===== src/rtl/core/e2ae_queue.sv =====
// Two-entry register queue, used between front and back and on the result side.
// No package dependencies.
`timescale 1ns / 1ps

module e2ae_queue #(
    parameter int W = 8
) (
    input  logic         clk,
    input  logic         rst_n,
    input  logic         wr_en,
    input  logic [W-1:0] wr_data,
    output logic         full,
    input  logic         rd_en,
    output logic [W-1:0] rd_data,
    output logic         empty
);

    logic [W-1:0] mem_reg [2];
    logic         wr_ptr_reg;
    logic         rd_ptr_reg;
    logic [1:0]   count_reg;
    logic         do_wr;
    logic         do_rd;

    assign full    = (count_reg == 2'd2);
    assign empty   = (count_reg == 2'd0);
    assign do_wr   = wr_en && !full;
    assign do_rd   = rd_en && !empty;
    assign rd_data = mem_reg[rd_ptr_reg];

    // Storage, no reset needed
    always_ff @(posedge clk)
    begin
        if (do_wr)
        begin
            mem_reg[wr_ptr_reg] <= wr_data;
        end
    end

    // Pointers and fill count
    always_ff @(posedge clk or negedge rst_n)
    begin
        if (!rst_n)
        begin
            wr_ptr_reg <= 1'b0;
            rd_ptr_reg <= 1'b0;
            count_reg  <= 2'd0;
        end
        else
        begin
            if (do_wr)
            begin
                wr_ptr_reg <= !wr_ptr_reg;
            end
            if (do_rd)
            begin
                rd_ptr_reg <= !rd_ptr_reg;
            end
            if (do_wr && !do_rd)
            begin
                count_reg <= count_reg + 2'd1;
            end
            else if (do_rd && !do_wr)
            begin
                count_reg <= count_reg - 2'd1;
            end
        end
    end

endmodule


===== config.mk =====
export PLATFORM = sky130hd
export DESIGN_NAME = e2ae_queue
export DESIGN_NICKNAME = d
export VERILOG_FILES = /design/src/rtl/core/e2ae_queue.sv
export SDC_FILE = /design/constraint.sdc
export NUM_CORES = 1
export LEC_CHECK = 0
export BUFFER_PORTS_ARGS = -buffer_cell sky130_fd_sc_hd__buf_2
export CAP_MARGIN = 25
export CORE_MARGIN = 5
export CORE_UTILIZATION = 35
export CTS_BUF_LIST = sky130_fd_sc_hd__clkbuf_4 sky130_fd_sc_hd__clkbuf_8
export DETAILED_ROUTE_END_ITERATION = 10
export PLACE_DENSITY_LB_ADDON = 0.05
export SYNTH_ARGS = -nofsm -noshare
export SYNTH_HDL_FRONTEND = slang
export SYNTH_SLANG_ARGS = --single-unit

===== constraint.sdc =====
create_clock -name clk -period 3.6 [get_ports clk]
set_input_delay 0.72 -clock clk [delete_from_list [all_inputs] [get_ports clk]]
set_output_delay 0.72 -clock clk [all_outputs]
set_load 0.05 [all_outputs]

Yosys cells after proc, flatten, opt, wreduce, memory -nomap -nowiden
Memory sizes are Yosys's and may differ from the RTL's. Cells that the tools add are included.

Memory bits (writable): 16. Word-level logic and storage cells: 23. Output and inout port bits: 10. Bits in registers: 4. Memories kept: 1. Bits of input ports: 12.

Memories: mem_reg (words 2, bits a word 8, read ports 1, clocked after memory_dff 0, write ports 1, RTL line 18) `logic [W-1:0] mem_reg [2];`.

Reductions and logical operators: 12. Equality and inequality tests: 1. Muxes and demuxes: 4. Add/sub/neg operators: 2.

Operator list (count): $logic_not 1->1 (6); $logic_and 1x1->1 (4); $mux 2 (2); $add 2x1->2 const B (1); $eq 2x2->1 const B (1); $logic_not 2->1 (1); $mux 1 (2); $reduce_bool 2->1 (1); $sub 2x1->2 const B (1).

Longest topological paths before layout
Word-level depth: 7. Depth in mapped cells: 7. Mapped depth without buffers: 7.

Least setup slack after synthesis
OpenSTA, ideal clock, no wires.

Kind: register to output. Start point: reg count_reg[0]. End point: out empty. Data arrival time: 1.067 ns. Stages on the path, launching flop included: 2. Required time: 2.880 ns. Slack: 1.813 ns. Path buffers: 0. Path through: dfrtp_1 nor2_1.

Word-level cells in the longest chain between the ends: 1.

Ends and longest elaborated chain: start: declaration (RTL line 21) `logic [1:0] count_reg;`; start signal: assignment (RTL line 61) `count_reg <= count_reg + 2'd1;`; start signal: assignment (RTL line 65) `count_reg <= count_reg - 2'd1;`; $logic_not 2->1 (RTL line 26) `assign empty = (count_reg == 2'd0);`; end: declaration (RTL line 15) `output logic empty`.

No other way between the ends.

Worst setup path after layout
Start point: reg rd_ptr_reg. End point: out rd_data[7].

Word-level cells in the longest chain between the ends: 1.

Ends and longest elaborated chain: start: declaration (RTL line 20) `logic rd_ptr_reg;`; start signal: assignment (RTL line 57) `rd_ptr_reg <= !rd_ptr_reg;`; $mem_v2 2x8; end: declaration (RTL line 14) `output logic [W-1:0] rd_data,`.

No other way between the ends.

==> results.py <==
metrics = {
    "outcome": {
        "status": "completed",
    },
    "floorplanning": {
        "start_util_pct": 36.04,
        "die_h_um": 57.27,
        "row_count": 17,
        "fp.dieW_um": 57.27,
        "ioPinCount": 22,
        "coreArea_um2": 2170,
        "die-area_um2": 3280,
    },
    "synthesis": {
        "synth_cells": 44,
        "yosysUniqueCellTypes": 15,
        "syn_area_um2": 782.0,
        "yosys_warnings": 0,
        "synth_area_per_cell_um2": 17.77,
        "synth_fp_nets": 57,
        "synth_seq_area_share_pct": 74.24,
        "ys_ff_latch": 20,
    },
    "cts": {
        "numClockSinks": 20,
        "clk_latency_ps": 290,
        "cts_max_level": 1,
        "root_buffer": "clkbuf_4",
        "cts_buffers": 3,
        "postCtsHoldBufs": 0,
        "max-clock-path-buffers": 2,
        "tritoncts": "done",
        "cts.clk_slew.worst_paths_ps": 100,
        "cts_resized": 0,
        "postCtsSetupRepairBufs": 0,
    },
    "sta": {
        "slew_headroom_pct": 54.73,
        "fmax_mhz": 457.0,
        "finalSetupViolations": 0,
        "hold_viol": 0,
        "tns_ps": 0,
        "final-max-slew-violation-count": 0,
        "min_period_over_period_pct": 60.78,
        "fin_crit_ps": 2188,
        "worst_slew_pin_slew_ps": 676.6,
        "rsz0062_at_grt": "no",
        "skew_ps": 0.9168,
    },
    "route": {
        "post_drt_via_cell_ratio": 4.344,
        "drt_iter0_markers": 2,
        "num_vias": 417,
        "wl_um": 1186,
        "ant_nets": 0,
        "post_drt_wl_per_cell_um": 12.35,
        "drc": 0,
        "firstDrtPassIters": 3,
    },
    "global_route": {
        "track_usage_pct": 8.412,
        "antenna_found_initial": 0,
        "grt-ovfl-total": 0,
        "first_global_vias": 416,
        "grt_pass1_wl_um": 1987,
        "grt_max_degree": 12,
    },
    "place": {
        "place.gp.congestion": 0.6367,
        "port_buffers": 21,
    },
    "cells_and_area": {
        "drive_gt1_share_pct": 41.18,
        "n_antenna_cell": 0,
        "multi_input_area_um2": 188.9,
        "final_util_pct": 43.48,
        "layout_commonest_cell": "buf_2",
        "syn2layout_area_growth_pct": 20.64,
        "largest_reg_flops": 16,
        "final_cell_mix": "buf_2, edfxtp_1, mux2_1",
        "num-fill-cells": 214,
        "seq_area_um2": 580.6,
        "nets": 82,
    },
    "pwr": {
        "power_density_nw_per_um2": 920.3,
        "ir_worst_vdd_mv": 0.4411,
        "p_leak_nw": 0.3896,
    },
    "critical_path": {
        "start_kind": "flop",
        "endpoint_kind": "output port",
        "setup.worst_path.class": "flop to output port",
        "critPathMaxFanout": 9,
        "cp_data_arrival_time_ps": 1470,
        "reg2reg_from": "count_reg[0]",
        "worstPathRequired_ps": 2880,
        "startpoint": "rd_ptr_reg",
    },
    "run": {
        "cap_violations": 0,
    },
    "min_path": {
        "hold_path.class": "input pin to asynchronous set/reset pin",
    },
}
==> stage by stage <==
step / total power [W] / instance area (um^2) / setup WS, ps / hold slack (ps) / cells
2_1_floorplan: 0.0006944 / 782.0 / 1813 / 424.4 / 44
3_3_place_gp: 0.0007775 / 917.1 / 1715 / 502.7 / 92
3_5_place_dp: 0.0007774 / 917.1 / 1719 / 502.2 / 92
4_1_cts: 0.0008849 / 943.4 / 1370 / 201.1 / 96
5_1_grt: 0.0009283 / 943.4 / 1299 / 179.4 / 96
6_report: 0.0008682 / 943.4 / 1412 / 215.1 / 96
==> final timing paths <==
path	end	slack, ps	cells past startpoint
setup / recovery	rd_data[7]	1410	2
hold / removal	count_reg[1]	220	1
setup reg to reg	mem_reg[0][0]	1970	3
hold reg to reg	count_reg[1]	520	1
max in group asynchronous	rd_ptr_reg	3260	1
min in group clk	count_reg[1]	520	1
==> logic make-up (layout without fill, tap and decap cells) <==
family                   after synthesis  in the layout  share of synthesized area (%)
AO/OA/AOI/OAI                          1              1                         0.6394
XOR/XNOR                               5              5                          6.561
adder cells (fa/ha/maj)                1              1                          1.600
buffers and inverters                  3             27                          1.600
flip-flops                            20             20                          74.24
multiplexers                           8              8                          11.52
AND/OR/NAND/NOR                        6              6                          3.841
==> synth_stat cells <==
| cell type | instances | area (um^2) |
|---|---|---|
| mux2_1 | 6 | 67.56 |
| o21ai_1 | 1 | 5.000 |
| mux2_2 | 2 | 22.52 |
| buf_2 | 1 | 5.000 |
| nor2_1 | 3 | 11.26 |
| xnor2_1 | 2 | 17.52 |
| dfrtp_1 | 4 | 100.1 |
| nand2b_1 | 1 | 6.260 |
| xor2_1 | 2 | 17.52 |
| edfxtp_1 | 16 | 480.5 |
| and3_1 | 1 | 6.260 |
| xnor2_2 | 1 | 16.27 |
| nand2_2 | 1 | 6.260 |
| inv_1 | 2 | 7.510 |
| ha_1 | 1 | 12.51 |
==> layout make-up <==
cell class                      instances  area share (%)
Sequential cell                        20           61.54
Multi-Input combinational cell         21           20.03
Timing Repair Buffer                   21           11.14
Tap cell                               28           3.714
Clock buffer                            3           2.387
Inverter                                2          0.7958
Clock inverter                          1          0.3979
==> critical path, cell delays in order (launching register included) <==
cell and delay, ps:
dfrtp_1 590, mux2_2 380, buf_2 210
==> layer usage <==
| layer | wire (um) | track usage (%) | vias up |
|---|---|---|---|
| met5 | 0 | 0 | - |
| met3 | 77 | 4.299 | 0 |
| li1 | - | - | 206 |
| met4 | 0 | 3.974 | 0 |
| met2 | 596 | 12.89 | 12 |
| met1 | 512 | 9.770 | 199 |
==> report_power, final <==
| part | leakage [nW] | internal [W] | switching (W) | total, W |
|---|---|---|---|---|
| combinational | 0.179 | 0.000119 | 0.000274 | 0.000393 |
| clock | 0.0154 | 0.0000403 | 0.0000628 | 0.000103 |
| sequential | 0.195 | 0.000323 | 0.0000488 | 0.000372 |
| total | 0.390 | 0.000483 | 0.000385 | 0.000868 |
Power figures use the tool's default switching activity.
