[config.mk]
export PLATFORM = sky130hd
export DESIGN_NAME = e2ae_front
export DESIGN_NICKNAME = d
export VERILOG_FILES = /design/src/rtl/core/e2ae_pkg.sv /design/src/rtl/core/e2ae_front.sv
export SDC_FILE = /design/constraint.sdc
export NUM_CORES = 1
export LEC_CHECK = 0
export BUFFER_PORTS_ARGS = -buffer_cell sky130_fd_sc_hd__buf_2
export CORE_AREA = 2 2 145 147
export DETAILED_ROUTE_END_ITERATION = 8
export DIE_AREA = 0 0 147 149
export GPL_TIMING_DRIVEN = 0
export PLACE_DENSITY = 0.5
export SLEW_MARGIN = 0
export SYNTH_ARGS = -nofsm -noshare
export SYNTH_HDL_FRONTEND = slang
export SYNTH_SLANG_ARGS = --single-unit
[constraint.sdc]
create_clock -name vclk -period 8
set_input_delay 1.6 -clock vclk [all_inputs]
set_output_delay 1.6 -clock vclk [all_outputs]
set_load 0.02 [all_outputs]
[src/rtl/core/e2ae_pkg.sv]
// Shared types, constants and the CORDIC arctangent table for the
// ENU to azimuth/elevation block. No dependencies.
`timescale 1ns / 1ps

package e2ae_pkg;

    // Datapath widths
    localparam int IN_W   = 32;   // width of one input component
    localparam int CALC_W = 64;   // CORDIC x/y width
    localparam int SCALE_POS = 60; // components are scaled up to this bit
    localparam int ANG_W  = 36;   // angle accumulator, 2^-24 degree units

    // Output angles, degrees * 65536
    localparam logic [24:0] AZ_EAST  = 25'd5898240;
    localparam logic [24:0] AZ_SOUTH = 25'd11796480;
    localparam logic [24:0] AZ_WEST  = 25'd17694720;
    localparam logic [24:0] AZ_FULL  = 25'd23592960;
    localparam logic signed [23:0] EL_UP   = 24'sd5898240;
    localparam logic signed [23:0] EL_DOWN = -24'sd5898240;

    // Fine angles, degrees * 2^24
    localparam logic signed [ANG_W-1:0] ANG180_FINE = 36'sd3019898880;
    localparam logic signed [ANG_W-1:0] ANG360_FINE = 36'sd6039797760;
    localparam logic signed [ANG_W-1:0] ROUND_FINE  = 36'sd128;

    // 1/K * 2^30 and the half-LSB used when rounding the gain product
    localparam logic [29:0] INV_GAIN    = 30'd652032874;
    localparam logic [62:0] GAIN_ROUND  = 63'd536870912;

    typedef struct packed {
        logic signed [IN_W-1:0] east;
        logic signed [IN_W-1:0] north;
        logic signed [IN_W-1:0] up;
    } enu_t;

    typedef struct packed {
        logic [24:0]        azimuth;
        logic signed [23:0] elevation;
        logic               azimuth_undefined;
    } angles_t;

    // Outcome of classification: which angles are fixed ahead of time
    typedef struct packed {
        logic               az_force;
        logic [24:0]        az_value;
        logic               el_force;
        logic signed [23:0] el_value;
        logic               undef;
    } cls_t;

    // One classified item, also the azimuth pipeline stage contents
    typedef struct packed {
        logic signed [CALC_W-1:0] x;
        logic signed [CALC_W-1:0] y;
        logic signed [ANG_W-1:0]  a;
        logic signed [CALC_W-1:0] u;
        cls_t                     cls;
    } item_t;

    // Elevation pipeline stage contents
    typedef struct packed {
        logic signed [CALC_W-1:0] x;
        logic signed [CALC_W-1:0] y;
        logic signed [ANG_W-1:0]  a;
        logic [24:0]              az;
        cls_t                     cls;
    } el_stage_t;

    // atan(2^-i) in 2^-24 degree units, rounded to nearest
    function automatic logic signed [ANG_W-1:0] atan_fine(input int i);
        logic signed [ANG_W-1:0] v;
        case (i)
            0:  v = 36'sd754974720;
            1:  v = 36'sd445687602;
            2:  v = 36'sd235489088;
            3:  v = 36'sd119537938;
            4:  v = 36'sd60000934;
            5:  v = 36'sd30029717;
            6:  v = 36'sd15018523;
            7:  v = 36'sd7509720;
            8:  v = 36'sd3754917;
            9:  v = 36'sd1877466;
            10: v = 36'sd938734;
            11: v = 36'sd469367;
            12: v = 36'sd234684;
            13: v = 36'sd117342;
            14: v = 36'sd58671;
            15: v = 36'sd29335;
            16: v = 36'sd14668;
            17: v = 36'sd7334;
            18: v = 36'sd3667;
            19: v = 36'sd1833;
            20: v = 36'sd917;
            21: v = 36'sd458;
            22: v = 36'sd229;
            23: v = 36'sd115;
            24: v = 36'sd57;
            25: v = 36'sd29;
            26: v = 36'sd14;
            27: v = 36'sd7;
            28: v = 36'sd4;
            29: v = 36'sd2;
            30: v = 36'sd1;
            default: v = '0;
        endcase
        return v;
    endfunction

endpackage

[src/rtl/core/e2ae_front.sv]
// Front end: sign-extends and scales the components, picks the CORDIC
// start point and classifies axis and degenerate cases. Uses e2ae_pkg.
`timescale 1ns / 1ps

module e2ae_front #(
    parameter int COORD_WIDTH = 32
) (
    input  e2ae_pkg::enu_t  enu,
    output e2ae_pkg::item_t item
);

    localparam int GUARD = e2ae_pkg::SCALE_POS - COORD_WIDTH;

    logic signed [e2ae_pkg::CALC_W-1:0] e_val;
    logic signed [e2ae_pkg::CALC_W-1:0] n_val;
    logic signed [e2ae_pkg::CALC_W-1:0] u_val;
    logic signed [e2ae_pkg::CALC_W-1:0] e_s;
    logic signed [e2ae_pkg::CALC_W-1:0] n_s;
    logic e_zero;
    logic n_zero;
    logic u_zero;
    logic undef;

    // Low COORD_WIDTH bits of the field, two's complement, widened
    function automatic logic signed [e2ae_pkg::CALC_W-1:0] widen(
        input logic [e2ae_pkg::IN_W-1:0] f
    );
        logic [e2ae_pkg::CALC_W-1:0] raw;
        logic [COORD_WIDTH-1:0]      m;
        raw = {{(e2ae_pkg::CALC_W - e2ae_pkg::IN_W){1'b0}}, f};
        m   = raw[COORD_WIDTH-1:0];
        return $signed({{(e2ae_pkg::CALC_W - COORD_WIDTH){m[COORD_WIDTH-1]}}, m});
    endfunction

    assign e_val  = widen(enu.east);
    assign n_val  = widen(enu.north);
    assign u_val  = widen(enu.up);
    assign e_s    = e_val <<< GUARD;
    assign n_s    = n_val <<< GUARD;
    assign e_zero = (e_val == '0);
    assign n_zero = (n_val == '0);
    assign u_zero = (u_val == '0);
    assign undef  = e_zero && n_zero;

    // Start point and classification of exact angles
    always_comb
    begin
        // Left half-plane is mirrored and starts at 180 degrees
        item.u = u_val <<< GUARD;
        if (n_val < 0)
        begin
            item.x = -n_s;
            item.y = -e_s;
            item.a = e2ae_pkg::ANG180_FINE;
        end
        else
        begin
            item.x = n_s;
            item.y = e_s;
            item.a = '0;
        end

        // Exact azimuth on the axes, exact elevation when level or vertical
        item.cls.undef    = undef;
        item.cls.az_force = e_zero || n_zero;
        if (undef)
        begin
            item.cls.az_value = '0;
        end
        else if (n_zero)
        begin
            item.cls.az_value = (e_val > 0) ? e2ae_pkg::AZ_EAST : e2ae_pkg::AZ_WEST;
        end
        else if (e_zero)
        begin
            item.cls.az_value = (n_val > 0) ? '0 : e2ae_pkg::AZ_SOUTH;
        end
        else
        begin
            item.cls.az_value = '0;
        end

        item.cls.el_force = undef || u_zero;
        if (undef && (u_val > 0))
        begin
            item.cls.el_value = e2ae_pkg::EL_UP;
        end
        else if (undef && (u_val < 0))
        begin
            item.cls.el_value = e2ae_pkg::EL_DOWN;
        end
        else
        begin
            item.cls.el_value = '0;
        end
    end

endmodule

; ---- Word level (Yosys, flattened, before mapping)
; Index checks and enable logic that the tools add are counted.
[classes]
add_sub_neg = 2
muxes = 8
n_lt_le_gt_ge = 5
n_reduce_logical = 8
[op_table]
columns = operator, count
row1 = logical NOT 64 bit, 3
row2 = two-way mux 164 bit, 1
row3 = negation 60 -> 64 bit, 2
row4 = greater-than comparator 32 x 1 -> 1 bit (second input constant), 3
row5 = two-way mux 24 bit, 4
row6 = two-way mux 25 bit, 3
row7 = less-than comparator 32 x 1 -> 1 bit (second input constant), 2
row8 = logical AND 1 bit, 3
row9 = logical OR 1 bit, 2
[word_totals]
elab_cells = 23
out_inout_bits = 280
register_bits = 0
in_bits = 96

; ---- Logic depth before layout (Yosys ltp)
[logic_depth]
word_depth = 5
mapped_depth = 10

; ---- Worst setup path before layout
; No wires, ideal clock.
[synth_path]
kind = input-to-output
start = input enu[66] (netlist name)
end = output item[21] (netlist name)
arrival_time_ns = 3.856
setup_slack_ns = 2.544
n_path_buf = 2
path_stages = 8
cell_sequence = nor3_1 -> nand4_1 -> clkbuf_1 -> nor4_1 -> ha_1 -> nand2_1 -> nor4_2 -> buf_4
[synth_lines]
columns = item, line
row1 = start: declaration, e2ae_front.sv:8  ; input e2ae_pkg::enu_t enu,
row2 = end: declaration, e2ae_front.sv:9  ; output e2ae_pkg::item_t item

==> flow_summary.json <==
{
  "drive_gt1_share_pct": 53.5,
  "avgSynthCellArea_um2": 7.15,
  "multi_input_area_um2": 2110,
  "place_area_um2": 5160,
  "num_vias": 3627,
  "total_leakage_power_nw": 2.90,
  "fin_util_pct": 25.1,
  "ys_warn_count": 0,
  "nFillCells": 2340,
  "drtAntennaViolNets": 0,
  "antenna_cells": 0,
  "pwr-share-seq_pct": 0,
  "switching_share_pct": 60.4,
  "die_h_um": 149,
  "p_comb_share_pct": 100.0,
  "final_common_cell": "buf_2",
  "required_ps": 6400,
  "grt_max_degree": 11,
  "start_kind": "primary input",
  "gr-total-overflow": 0,
  "hold_buffers": 0,
  "die_area_um2": 21900,
  "rsz0062_at_grt": "false",
  "fin_nets": 915,
  "io_buffers": 221,
  "timing.max_cap.violations": 0,
  "fin_setup_tns_ps": 0,
  "fp-row-count": 53,
  "io_pins": 376,
  "finish.instance_area_um2": 5160,
  "grt_pass1_wl_um": 17900,
  "worstSetupEndpointType": "primary output",
  "p_int_mw": 0.139,
  "slew_viol_final": 0,
  "arrival_ps": 4770,
  "drt-initial-drc-count": 124,
  "wl_um": 12700,
  "power_frac_clock_pct": 0,
  "grt_pass1_vias": 3209,
  "grt_usage_pct": 10.2,
  "drcViolationCount": 0,
  "numSequentialCells": 0,
  "regArea_um2": 0,
  "cts_resized": 0,
  "firstDrtPassIters": 4,
  "wl_per_cell_um": 11.7,
  "antenna_found_initial": 0,
  "start_util_pct": 15.3,
  "core_um2": 20600,
  "die_w_um": 147,
  "yosysSeqAreaShare_pct": 0,
  "hold_viol_final": 0,
  "net-switching-power_mw": 0.211,
  "layout_common_cells": "222 x buf_2, 203 x buf_4, 154 x conb_1",
  "worstMarginPinSlew_ps": 828,
  "status": "complete, no violations",
  "n_clock_buffer": 0,
  "whs_ps": 3420,
  "syn_inst": 439,
  "synth_area_um2": 3140,
  "post_cts_buffers": 0,
  "final.min_clock_period_ps": 6370,
  "cp_max_fo": 10,
  "relSlewSlack_pct": 44.8,
  "ir_drop_mv": 0.0228,
  "power_density_nw_per_um2": 67.7,
  "critical_path.startpoint": "enu[66]",
  "place_hpwl_um": 11500,
  "critPathKind": "primary input to primary output",
  "post-route-period-util_pct": 79.6,
  "vias_per_cell": 3.33,
  "crit_end": "item[24]",
  "holdCritPathClass": "primary input to primary output",
  "syn2layout_area_growth_pct": 64.5,
  "fmax_mhz": 157,
  "yosysUniqueCellTypes": 36,
  "setup_violations": 0,
  "place_congestion": 0.747
}
power groups by stage:
stage / logic, mW / registers, mW / clock network, mW
after floorplan: 0.248 / 0 / 0
after global placement: 0.349 / 0 / 0
after detailed placement: 0.349 / 0 / 0
after CTS: 0.350 / 0 / 0
after global routing: 0.375 / 0 / 0
final: 0.350 / 0 / 0
critical path, cell delays in order:
cell      delay (ps)
buf_2            150
nor3_1           340
nand4_1          320
clkbuf_1         360
nor4_1           440
ha_1             390
nand2_1          200
nor4_1           450
and2_1           250
buf_4            110
buf_2            150
cell usage after synthesis (all sizes together):
library cell,count,area (µm²)
a21oi,2,10.0
a31oi,1,6.26
and2,1,6.26
buf,207,1550
clkbuf,6,22.5
conb,1,3.75
ha,4,50.1
inv,9,33.8
nand2,20,75.1
nand2b,5,31.3
nand3,4,20.0
nand3b,2,15.0
nand4,7,50.1
nand4b,1,8.76
nor2,11,41.3
nor3,10,50.1
nor3b,1,7.51
nor4,21,165
nor4b,1,8.76
o21ai,21,105
o21bai,1,7.51
o31ai,20,150
o41ai,14,141
or2,3,18.8
or2b,1,7.51
or3,4,25.0
or4,2,15.0
xnor2,55,482
xor2,4,35.0
kinds of logic after synthesis:
group                    synth area share (%)
adder cells (fa/ha/maj)                  1.59
XOR/XNOR                                 16.5
other                                   0.119
AO/OA/AOI/OAI                            13.4
buffers and inverters                    51.1
AND/OR/NAND/NOR                          17.4
cell type report:
| cell class | count | area share [%] |
|---|---|---|
| buffer | 213 | 30.4 |
| inverter | 9 | 0.654 |
| timing repair buffer | 221 | 21.4 |
| multi-input combinational | 370 | 40.9 |
| tap | 275 | 6.66 |
worst min path at each step:
stage	startpoint	end	slack (ps)	cells past startpoint
4_1_cts	enu[63]	item[147]	3420	2
6_report	enu[63]	item[145]	3420	2
5_1_grt	enu[63]	item[147]	3420	2
2_1_floorplan	enu[31]	item[20]	3260	1
3_5_place_dp	enu[63]	item[147]	3420	2
3_3_place_gp	enu[63]	item[147]	3420	2
through the flow:
stage | instances | power [mW] | setup slack [ps]
3_3_place_gp | 1088 | 0.349 | 1540
2_1_floorplan | 592 | 0.248 | 2540
6_report | 1088 | 0.350 | 1630
4_1_cts | 1088 | 0.350 | 1530
5_1_grt | 1088 | 0.375 | 1200
3_5_place_dp | 1088 | 0.349 | 1530
metal layers:
metal	global-route usage [%]	share of wire, %	vias up
met5	0	0	-
li1	-	-	1900
met4	1.20	1.0	0
met1	12.0	39	1522
met3	1.56	8.5	6
met2	20.0	52	199
Note: power is estimated with default switching activity, not from simulation.
